## src/caf_pkg.sv

```systemverilog
// Shared types and constants for the 8-bit ALU with Z N H C flags.
`timescale 1ns / 1ps

package caf_pkg;

   // flag vector bit positions
   localparam int FLAG_Z = 3;
   localparam int FLAG_N = 2;
   localparam int FLAG_H = 1;
   localparam int FLAG_C = 0;

   typedef enum logic [4:0] {
      CMD_ADD     = 5'd0,
      CMD_ADC     = 5'd1,
      CMD_SUB     = 5'd2,
      CMD_SBC     = 5'd3,
      CMD_AND     = 5'd4,
      CMD_XOR     = 5'd5,
      CMD_OR      = 5'd6,
      CMD_CP      = 5'd7,
      CMD_INC     = 5'd8,
      CMD_DEC     = 5'd9,
      CMD_RLC     = 5'd10,
      CMD_RRC     = 5'd11,
      CMD_RL      = 5'd12,
      CMD_RR      = 5'd13,
      CMD_SLA     = 5'd14,
      CMD_SRA     = 5'd15,
      CMD_SRL     = 5'd16,
      CMD_SWAP    = 5'd17,
      CMD_BIT     = 5'd18,
      CMD_RES     = 5'd19,
      CMD_SET     = 5'd20,
      CMD_CCF     = 5'd21,
      CMD_SCF     = 5'd22,
      CMD_CPL     = 5'd23,
      CMD_RLCA    = 5'd24,
      CMD_RRCA    = 5'd25,
      CMD_RLA     = 5'd26,
      CMD_RRA     = 5'd27,
      CMD_ADD_HL  = 5'd28,
      CMD_ADD_SP  = 5'd29,
      CMD_LOAD_A  = 5'd30,
      CMD_LOAD_AF = 5'd31
   } cmd_type;

   typedef struct packed {
      cmd_type            cmd;
      logic [7:0]         operand;
      logic [2:0]         bit_index;
      logic [15:0]        wide_base;
      logic [15:0]        wide_operand;
      logic signed [7:0]  offset;
   } item_type;

   typedef struct packed {
      logic [7:0]  acc_out;
      logic [3:0]  flags_out;
      logic [7:0]  target_out;
      logic [15:0] wide_out;
   } result_type;

endpackage

```

## src/caf_exec.sv

```systemverilog
// Combinational ALU: one command against the current accumulator and flags.
`timescale 1ns / 1ps

module caf_exec (
   input  caf_pkg::item_type   item,
   input  logic [7:0]          acc,
   input  logic [3:0]          flags,
   output caf_pkg::result_type res
);
   import caf_pkg::*;

   logic        cin;
   logic        cf;
   logic        zf;
   logic [8:0]  sum9;
   logic [4:0]  sum5;
   logic [8:0]  dif9;
   logic [4:0]  dif5;
   logic [7:0]  v;
   logic [7:0]  a;
   logic [7:0]  t;
   logic [7:0]  logic_r;
   logic [16:0] hl17;
   logic [12:0] hl13;
   logic [15:0] sp_ext;
   logic [4:0]  sp5;
   logic [8:0]  sp9;
   logic [7:0]  off_u;

   always_comb begin
      v      = item.operand;
      a      = acc;
      cf     = flags[FLAG_C];
      zf     = flags[FLAG_Z];
      off_u  = $unsigned(item.offset);
      cin    = ((item.cmd == CMD_ADC) || (item.cmd == CMD_SBC)) ? cf : 1'b0;

      sum9   = {1'b0, a} + {1'b0, v} + {8'd0, cin};
      sum5   = {1'b0, a[3:0]} + {1'b0, v[3:0]} + {4'd0, cin};
      dif9   = {1'b0, a} - {1'b0, v} - {8'd0, cin};
      dif5   = {1'b0, a[3:0]} - {1'b0, v[3:0]} - {4'd0, cin};

      hl17   = {1'b0, item.wide_base} + {1'b0, item.wide_operand};
      hl13   = {1'b0, item.wide_base[11:0]} + {1'b0, item.wide_operand[11:0]};
      sp_ext = {{8{off_u[7]}}, off_u};
      sp5    = {1'b0, item.wide_base[3:0]} + {1'b0, off_u[3:0]};
      sp9    = {1'b0, item.wide_base[7:0]} + {1'b0, off_u};

      logic_r = a & v;
      t       = v;

      res.acc_out    = acc;
      res.flags_out  = flags;
      res.target_out = v;
      res.wide_out   = 16'd0;

      case (item.cmd)
         CMD_ADD, CMD_ADC: begin
            res.acc_out   = sum9[7:0];
            res.flags_out = {sum9[7:0] == 8'd0, 1'b0, sum5[4], sum9[8]};
         end
         CMD_SUB, CMD_SBC: begin
            res.acc_out   = dif9[7:0];
            res.flags_out = {dif9[7:0] == 8'd0, 1'b1, dif5[4], dif9[8]};
         end
         CMD_CP: begin
            res.flags_out = {dif9[7:0] == 8'd0, 1'b1, dif5[4], dif9[8]};
         end
         CMD_AND: begin
            logic_r       = a & v;
            res.acc_out   = logic_r;
            res.flags_out = {logic_r == 8'd0, 1'b0, 1'b1, 1'b0};
         end
         CMD_XOR: begin
            logic_r       = a ^ v;
            res.acc_out   = logic_r;
            res.flags_out = {logic_r == 8'd0, 3'b000};
         end
         CMD_OR: begin
            logic_r       = a | v;
            res.acc_out   = logic_r;
            res.flags_out = {logic_r == 8'd0, 3'b000};
         end
         CMD_INC: begin
            t              = v + 8'd1;
            res.target_out = t;
            res.flags_out  = {t == 8'd0, 1'b0, v[3:0] == 4'hF, cf};
         end
         CMD_DEC: begin
            t              = v - 8'd1;
            res.target_out = t;
            res.flags_out  = {t == 8'd0, 1'b1, v[3:0] == 4'h0, cf};
         end
         CMD_RLC: begin
            t              = {v[6:0], v[7]};
            res.target_out = t;
            res.flags_out  = {t == 8'd0, 2'b00, v[7]};
         end
         CMD_RRC: begin
            t              = {v[0], v[7:1]};
            res.target_out = t;
            res.flags_out  = {t == 8'd0, 2'b00, v[0]};
         end
         CMD_RL: begin
            t              = {v[6:0], cf};
            res.target_out = t;
            res.flags_out  = {t == 8'd0, 2'b00, v[7]};
         end
         CMD_RR: begin
            t              = {cf, v[7:1]};
            res.target_out = t;
            res.flags_out  = {t == 8'd0, 2'b00, v[0]};
         end
         CMD_SLA: begin
            t              = {v[6:0], 1'b0};
            res.target_out = t;
            res.flags_out  = {t == 8'd0, 2'b00, v[7]};
         end
         CMD_SRA: begin
            t              = {v[7], v[7:1]};
            res.target_out = t;
            res.flags_out  = {t == 8'd0, 2'b00, v[0]};
         end
         CMD_SRL: begin
            t              = {1'b0, v[7:1]};
            res.target_out = t;
            res.flags_out  = {t == 8'd0, 2'b00, v[0]};
         end
         CMD_SWAP: begin
            t              = {v[3:0], v[7:4]};
            res.target_out = t;
            res.flags_out  = {t == 8'd0, 3'b000};
         end
         CMD_BIT: begin
            res.flags_out = {~v[item.bit_index], 1'b0, 1'b1, cf};
         end
         CMD_RES: begin
            t                 = v;
            t[item.bit_index] = 1'b0;
            res.target_out    = t;
         end
         CMD_SET: begin
            t                 = v;
            t[item.bit_index] = 1'b1;
            res.target_out    = t;
         end
         CMD_CCF: res.flags_out = {zf, 2'b00, ~cf};
         CMD_SCF: res.flags_out = {zf, 2'b00, 1'b1};
         CMD_CPL: begin
            res.acc_out   = ~a;
            res.flags_out = {zf, 1'b1, 1'b1, cf};
         end
         // accumulator rotates always clear Z
         CMD_RLCA: begin
            res.acc_out   = {a[6:0], a[7]};
            res.flags_out = {3'b000, a[7]};
         end
         CMD_RRCA: begin
            res.acc_out   = {a[0], a[7:1]};
            res.flags_out = {3'b000, a[0]};
         end
         CMD_RLA: begin
            res.acc_out   = {a[6:0], cf};
            res.flags_out = {3'b000, a[7]};
         end
         CMD_RRA: begin
            res.acc_out   = {cf, a[7:1]};
            res.flags_out = {3'b000, a[0]};
         end
         CMD_ADD_HL: begin
            res.wide_out  = hl17[15:0];
            res.flags_out = {zf, 1'b0, hl13[12], hl17[16]};
         end
         // H and C come from the unsigned low-byte add, not the signed sum
         CMD_ADD_SP: begin
            res.wide_out  = item.wide_base + sp_ext;
            res.flags_out = {2'b00, sp5[4], sp9[8]};
         end
         CMD_LOAD_A: res.acc_out = v;
         CMD_LOAD_AF: begin
            res.acc_out   = item.wide_operand[15:8];
            res.flags_out = item.wide_operand[7:4];
         end
         default: begin
            res.acc_out   = acc;
            res.flags_out = flags;
         end
      endcase
   end

endmodule

```

## src/cpu_alu_with_flags.sv

```systemverilog
// Top level: 8-bit ALU with accumulator, Z N H C flags and item pipeline.
`timescale 1ns / 1ps

// Takes one command item per clock while not stalled and returns one result
// item for each, in order. An accepted item is held in an input register,
// goes through the single-stage ALU and lands in the result register, from
// which it can be taken when the output side is not stalled.
// Accumulator and flags update at the edge the item leaves the input
// register, so the next item sees them at once: the loop from flag and
// accumulator registers through one pass of the ALU sets the rate of one
// item per cycle. A stalled result holds, and one more item waits in the
// input register before req_stall rises. Reset clears accumulator and flags.
module cpu_alu_with_flags (
   input  logic                   clock,
   input  logic                   reset,
   input  logic                   req_valid,
   output logic                   req_stall,
   input  caf_pkg::cmd_type       req_cmd,
   input  logic [7:0]             req_operand,
   input  logic [2:0]             req_bit_index,
   input  logic [15:0]            req_wide_base,
   input  logic [15:0]            req_wide_operand,
   input  logic signed [7:0]      req_offset,
   output logic                   rsp_valid,
   input  logic                   rsp_stall,
   output logic [7:0]             rsp_acc_out,
   output logic [3:0]             rsp_flags_out,
   output logic [7:0]             rsp_target_out,
   output logic [15:0]            rsp_wide_out
);
   import caf_pkg::*;

   logic       in_valid_ff;
   logic       in_valid_in;
   item_type   in_item_ff;
   item_type   in_item_in;
   logic       out_valid_ff;
   logic       out_valid_in;
   result_type out_res_ff;
   result_type out_res_in;
   logic [7:0] acc_ff;
   logic [7:0] acc_in;
   logic [3:0] flags_ff;
   logic [3:0] flags_in;

   logic       out_free;
   logic       fire;
   logic       accept;
   result_type alu_res;

   caf_exec u_exec (
      .item  (in_item_ff),
      .acc   (acc_ff),
      .flags (flags_ff),
      .res   (alu_res)
   );

   always_comb begin
      out_free  = !out_valid_ff || !rsp_stall;
      fire      = in_valid_ff && out_free;
      req_stall = in_valid_ff && !out_free;
      accept    = req_valid && !req_stall;

      in_valid_in  = accept || (in_valid_ff && !fire);
      in_item_in   = accept ? item_type'{cmd: req_cmd, operand: req_operand,
                                          bit_index: req_bit_index,
                                          wide_base: req_wide_base,
                                          wide_operand: req_wide_operand,
                                          offset: req_offset} : in_item_ff;
      out_valid_in = fire || (out_valid_ff && rsp_stall);
      out_res_in   = fire ? alu_res : out_res_ff;
      acc_in       = fire ? alu_res.acc_out : acc_ff;
      flags_in     = fire ? alu_res.flags_out : flags_ff;
   end

   always_ff @(posedge clock) begin
      if (reset) begin
         in_valid_ff  <= 1'b0;
         out_valid_ff <= 1'b0;
         acc_ff       <= 8'd0;
         flags_ff     <= 4'd0;
      end else begin
         in_valid_ff  <= in_valid_in;
         out_valid_ff <= out_valid_in;
         acc_ff       <= acc_in;
         flags_ff     <= flags_in;
      end
      in_item_ff <= in_item_in;
      out_res_ff <= out_res_in;
   end

   assign rsp_valid      = out_valid_ff;
   assign rsp_acc_out    = out_res_ff.acc_out;
   assign rsp_flags_out  = out_res_ff.flags_out;
   assign rsp_target_out = out_res_ff.target_out;
   assign rsp_wide_out   = out_res_ff.wide_out;

endmodule

```

## config.mk

```make
export PLATFORM = sky130hd
export DESIGN_NAME = cpu_alu_with_flags
export DESIGN_NICKNAME = d
export VERILOG_FILES = /design/src/caf_pkg.sv /design/src/caf_exec.sv /design/src/cpu_alu_with_flags.sv
export SDC_FILE = /design/constraint.sdc
export NUM_CORES = 1
export LEC_CHECK = 0
export ABC_AREA = 1
export BUFFER_PORTS_ARGS = -buffer_cell sky130_fd_sc_hd__buf_4
export CORE_AREA = 8 8 129 131
export CTS_CLUSTER_SIZE = 14
export DETAILED_ROUTE_END_ITERATION = 7
export DIE_AREA = 0 0 137 139
export PLACE_DENSITY_LB_ADDON = 0.15
export SETUP_SLACK_MARGIN = 0.2
export SLEW_MARGIN = 30
export SYNTH_ARGS = -nofsm -noshare
export SYNTH_HDL_FRONTEND = slang
export SYNTH_HIERARCHICAL = 1
export SYNTH_SLANG_ARGS = --single-unit
```

## constraint.sdc

```tcl
create_clock -name clock -period 3.55 [get_ports clock]
set_clock_uncertainty 0.1 [all_clocks]
set_input_delay 0.5325 -clock clock [delete_from_list [all_inputs] [get_ports clock]]
set_output_delay 0.5325 -clock clock [all_outputs]
set_load 0.03 [all_outputs]
```

==> run summary <==
Status: finished, final reports clean
Ant diodes: 0
Busiest layer in global routing: met2
Worst skew pair latency: 360 ps
Largest net degree at the start of global routing: 37
Final min period: 3310 ps
FF-to-FF End: flags_ff[3]
Final setup fails: 0
TNS Setup: 0 ps
Crit path required time: 3760 ps
# Max-Cap Violations: 0
Gate Count Post-Synth: 1,150
Drt first-iter violations: 714
DRT antenna net count: 0
Leakage power total: 4.68 nW
Area of the core: 14,800 µm²
GP Congestion: 0.983
Syn nets: 1,281
CTS Root Cell: clkbuf_16
Max IR drop VDD: 284 µV
Most common cell after layout, fill and taps aside: nand2_1
Port buffer count: 97
CTS Sinks: 106
Compound-Gate Fraction of Synth Area: 14.7%
Final critical-path share of the clock period: 93.3%
Post-synthesis sequential area ratio: 35.7%
Hold depth: 2
Hold slack final: 233 ps
GRT overflow: 0
Main combinational cell family by area after synthesis: simple AND/OR/NAND/NOR gates
Register bit total from synthesis: 106
RSZ-0062 raised after global routing: true
First-pass GRT wire length: 44,300 µm
Synth cell types: 50
Flop2flop setup slack: 240 ps
GR Util met2: 49.4%
Leading cell types in the layout, fill and taps excluded: 286 x nand2_1, 139 x inv_1, 132 x buf_4
Post-detail-place hpwl: 21,900 µm
RR Startpoint: in_item_ff[54]
DR vias/cell: 6.02
Synth Flop Type: edfxtp_1
Initial antenna violation count: 0
Post-synth ARST share: 0%
Share of cells above drive strength 1: 14.8%
Worst slack, placed: 142 ps
Worst Hold Path EP: in_valid_ff
# rows: 45
DRC Markers: 0
Worst-path maximum fanout: 5
# hold bufs at CTS: 0
Post-Synth Simple-Gate Area: 29.2%
Starting Density: 57.8%
CP Data Arrival Time: 3520 ps
Synth Area in Adders: 11.0%
Clock Pin Slew Worst Setup and Hold Paths: 80 ps
H-tree levels: 3
Crit path launch type: register
Die Width: 137 µm
Fin nets: 1,400
Mux contribution to synthesized area: 0%
TritonRoute pass-1 iters: 5
Number of synthesized flops with an enable pin: 92
Final Hold Viols: 0
Worst Hold Class: primary input to register
Via count: 8,805
Grt met1 use: 34.9%
Hold_sp: reset
Synth warnings: 6
XOR/XNOR share of the synthesized area: 1.13%
Num CTS Buffers: 9
Pins over their slew limit: 0
Layout area overhead: 16.9%
Slew @ Worst Pin: 785 ps
CTS tree: built
Setup slack after layout: 237 ps
I/O pins: 98
Pwr per Cell Area: 364 nW/µm²
Cell Area, Synth: 8520 µm²
GR Util met3: 5.54%
Die area: 19,000 µm²
FMAX: 0.302 GHz
DRT Wirelength: 28,200 µm
Via count of the first global-routing pass: 8,517
Total GRT Usage: 29.5%
Crit path kind: register to register
Routed len/inst: 19.3 µm
Max clock buf depth: 2
Relative slew slack: 47.6%
Worst reg2reg path depth: 20
Kind of end point of the critical path: register
Mean Syn Cell Area: 7.41 µm²
Die height: 139 µm
[registers in the layout, indices dropped and copies added (netlist names)]
name,cells
rsp_target_out,8
rsp_acc_out,8
rsp_wide_out,16
flags_ff,4
rsp_flags_out,4
acc_ff,8
in_valid_ff,1
rsp_valid,1
in_item_ff,56
[layer usage]
metal  up-vias  part of all wire, %
met5         -                    0
met4         0                  5.2
met3       108                  8.3
met2       503                   49
met1      4031                   38
li1       4163                    -
[through the flow]
step,area [µm²],instances,util [%],power (mW)
6_report,9960,1462,67.5,3.63
5_1_grt,9960,1462,67.5,3.78
4_1_cts,9930,1460,67.3,3.61
3_5_place_dp,9610,1444,65.2,2.56
3_3_place_gp,9610,1444,65.2,2.54
2_1_floorplan,8520,1150,-,2.20
[where the power goes]
| group | leakage (nW) | internal [mW] | switching [mW] |
|---|---|---|---|
| combinational | 3.50 | 0.378 | 0.688 |
| sequential | 1.02 | 1.44 | 0.0602 |
| clock | 0.156 | 0.562 | 0.498 |
[worst max-delay path: stages (launching register included)]
cell and delay (ps):
edfxtp_1 460, nor2_2 160, inv_1 80, nor4_2 150
buf_4 170, inv_1 50, fa_1 420, fa_2 480
inv_1 90, nand2_1 90, nor2_1 120, nand3_1 90
nor2_1 110, nand4_1 140, nand2_1 90, nor2_1 50
nor2_1 150, inv_1 60, nand3_1 70, nand2_1 70
nor2_1 90
[kinds of logic (layout without fill, tap and decap cells)]
logic type / count (synthesis) / count (layout)
compound gates: 210 / 210
xor+xnor: 11 / 11
fa+ha+maj: 71 / 71
buf+inv: 178 / 302
flops: 106 / 106
simple gates: 574 / 574
[how the worst max path moves through the flow]
stage                   startpoint           to  slack [ps]  cells after the start
floorplan           in_item_ff[53]  flags_ff[1]         520                     16
global placement    in_item_ff[54]  flags_ff[1]         300                     17
detailed placement  in_item_ff[54]  flags_ff[1]         140                     17
CTS                 in_item_ff[54]  flags_ff[1]         250                     17
global route        in_item_ff[54]  flags_ff[3]          10                     23
finish              in_item_ff[54]  flags_ff[3]         240                     20
[cells in the mapped netlist (all sizes together) (8+ instances only)]
cell type  count  area share, %
dfxtp         14            3.3
nor2         132            6.0
ha            65            9.5
o22ai         32            2.3
inv          150            6.6
a21oi         68            4.0
nand3b         8           0.70
nor3          11           0.65
edfxtp        92             32
o21ai         55            3.2
nand3         99            6.4
o2111ai        9           0.93
nand2        289             13
buf           16            1.1
nand4         23            1.7
clkbuf         8           0.35
[repair_timing]
action / CTS / global route
endpoints found under the setup margin: 1 / 10
buffers inserted: 0 / 2
gates resized for setup: 1 / 4
pin swaps: 0 / 5
hold endpoints to repair: 0 / 0
cloned: 0 / 0
[cell type report]
cell class	count	area, µm²
Fill cell	1318	4790
Multi-Input combinational cell	866	4800
Tap cell	188	235
Sequential cell	106	3040
Timing Repair Buffer	132	991
Clock buffer	9	225
Clock inverter	7	87.6
Inverter	154	578
No activity file was read; power rests on OpenSTA's default activity.
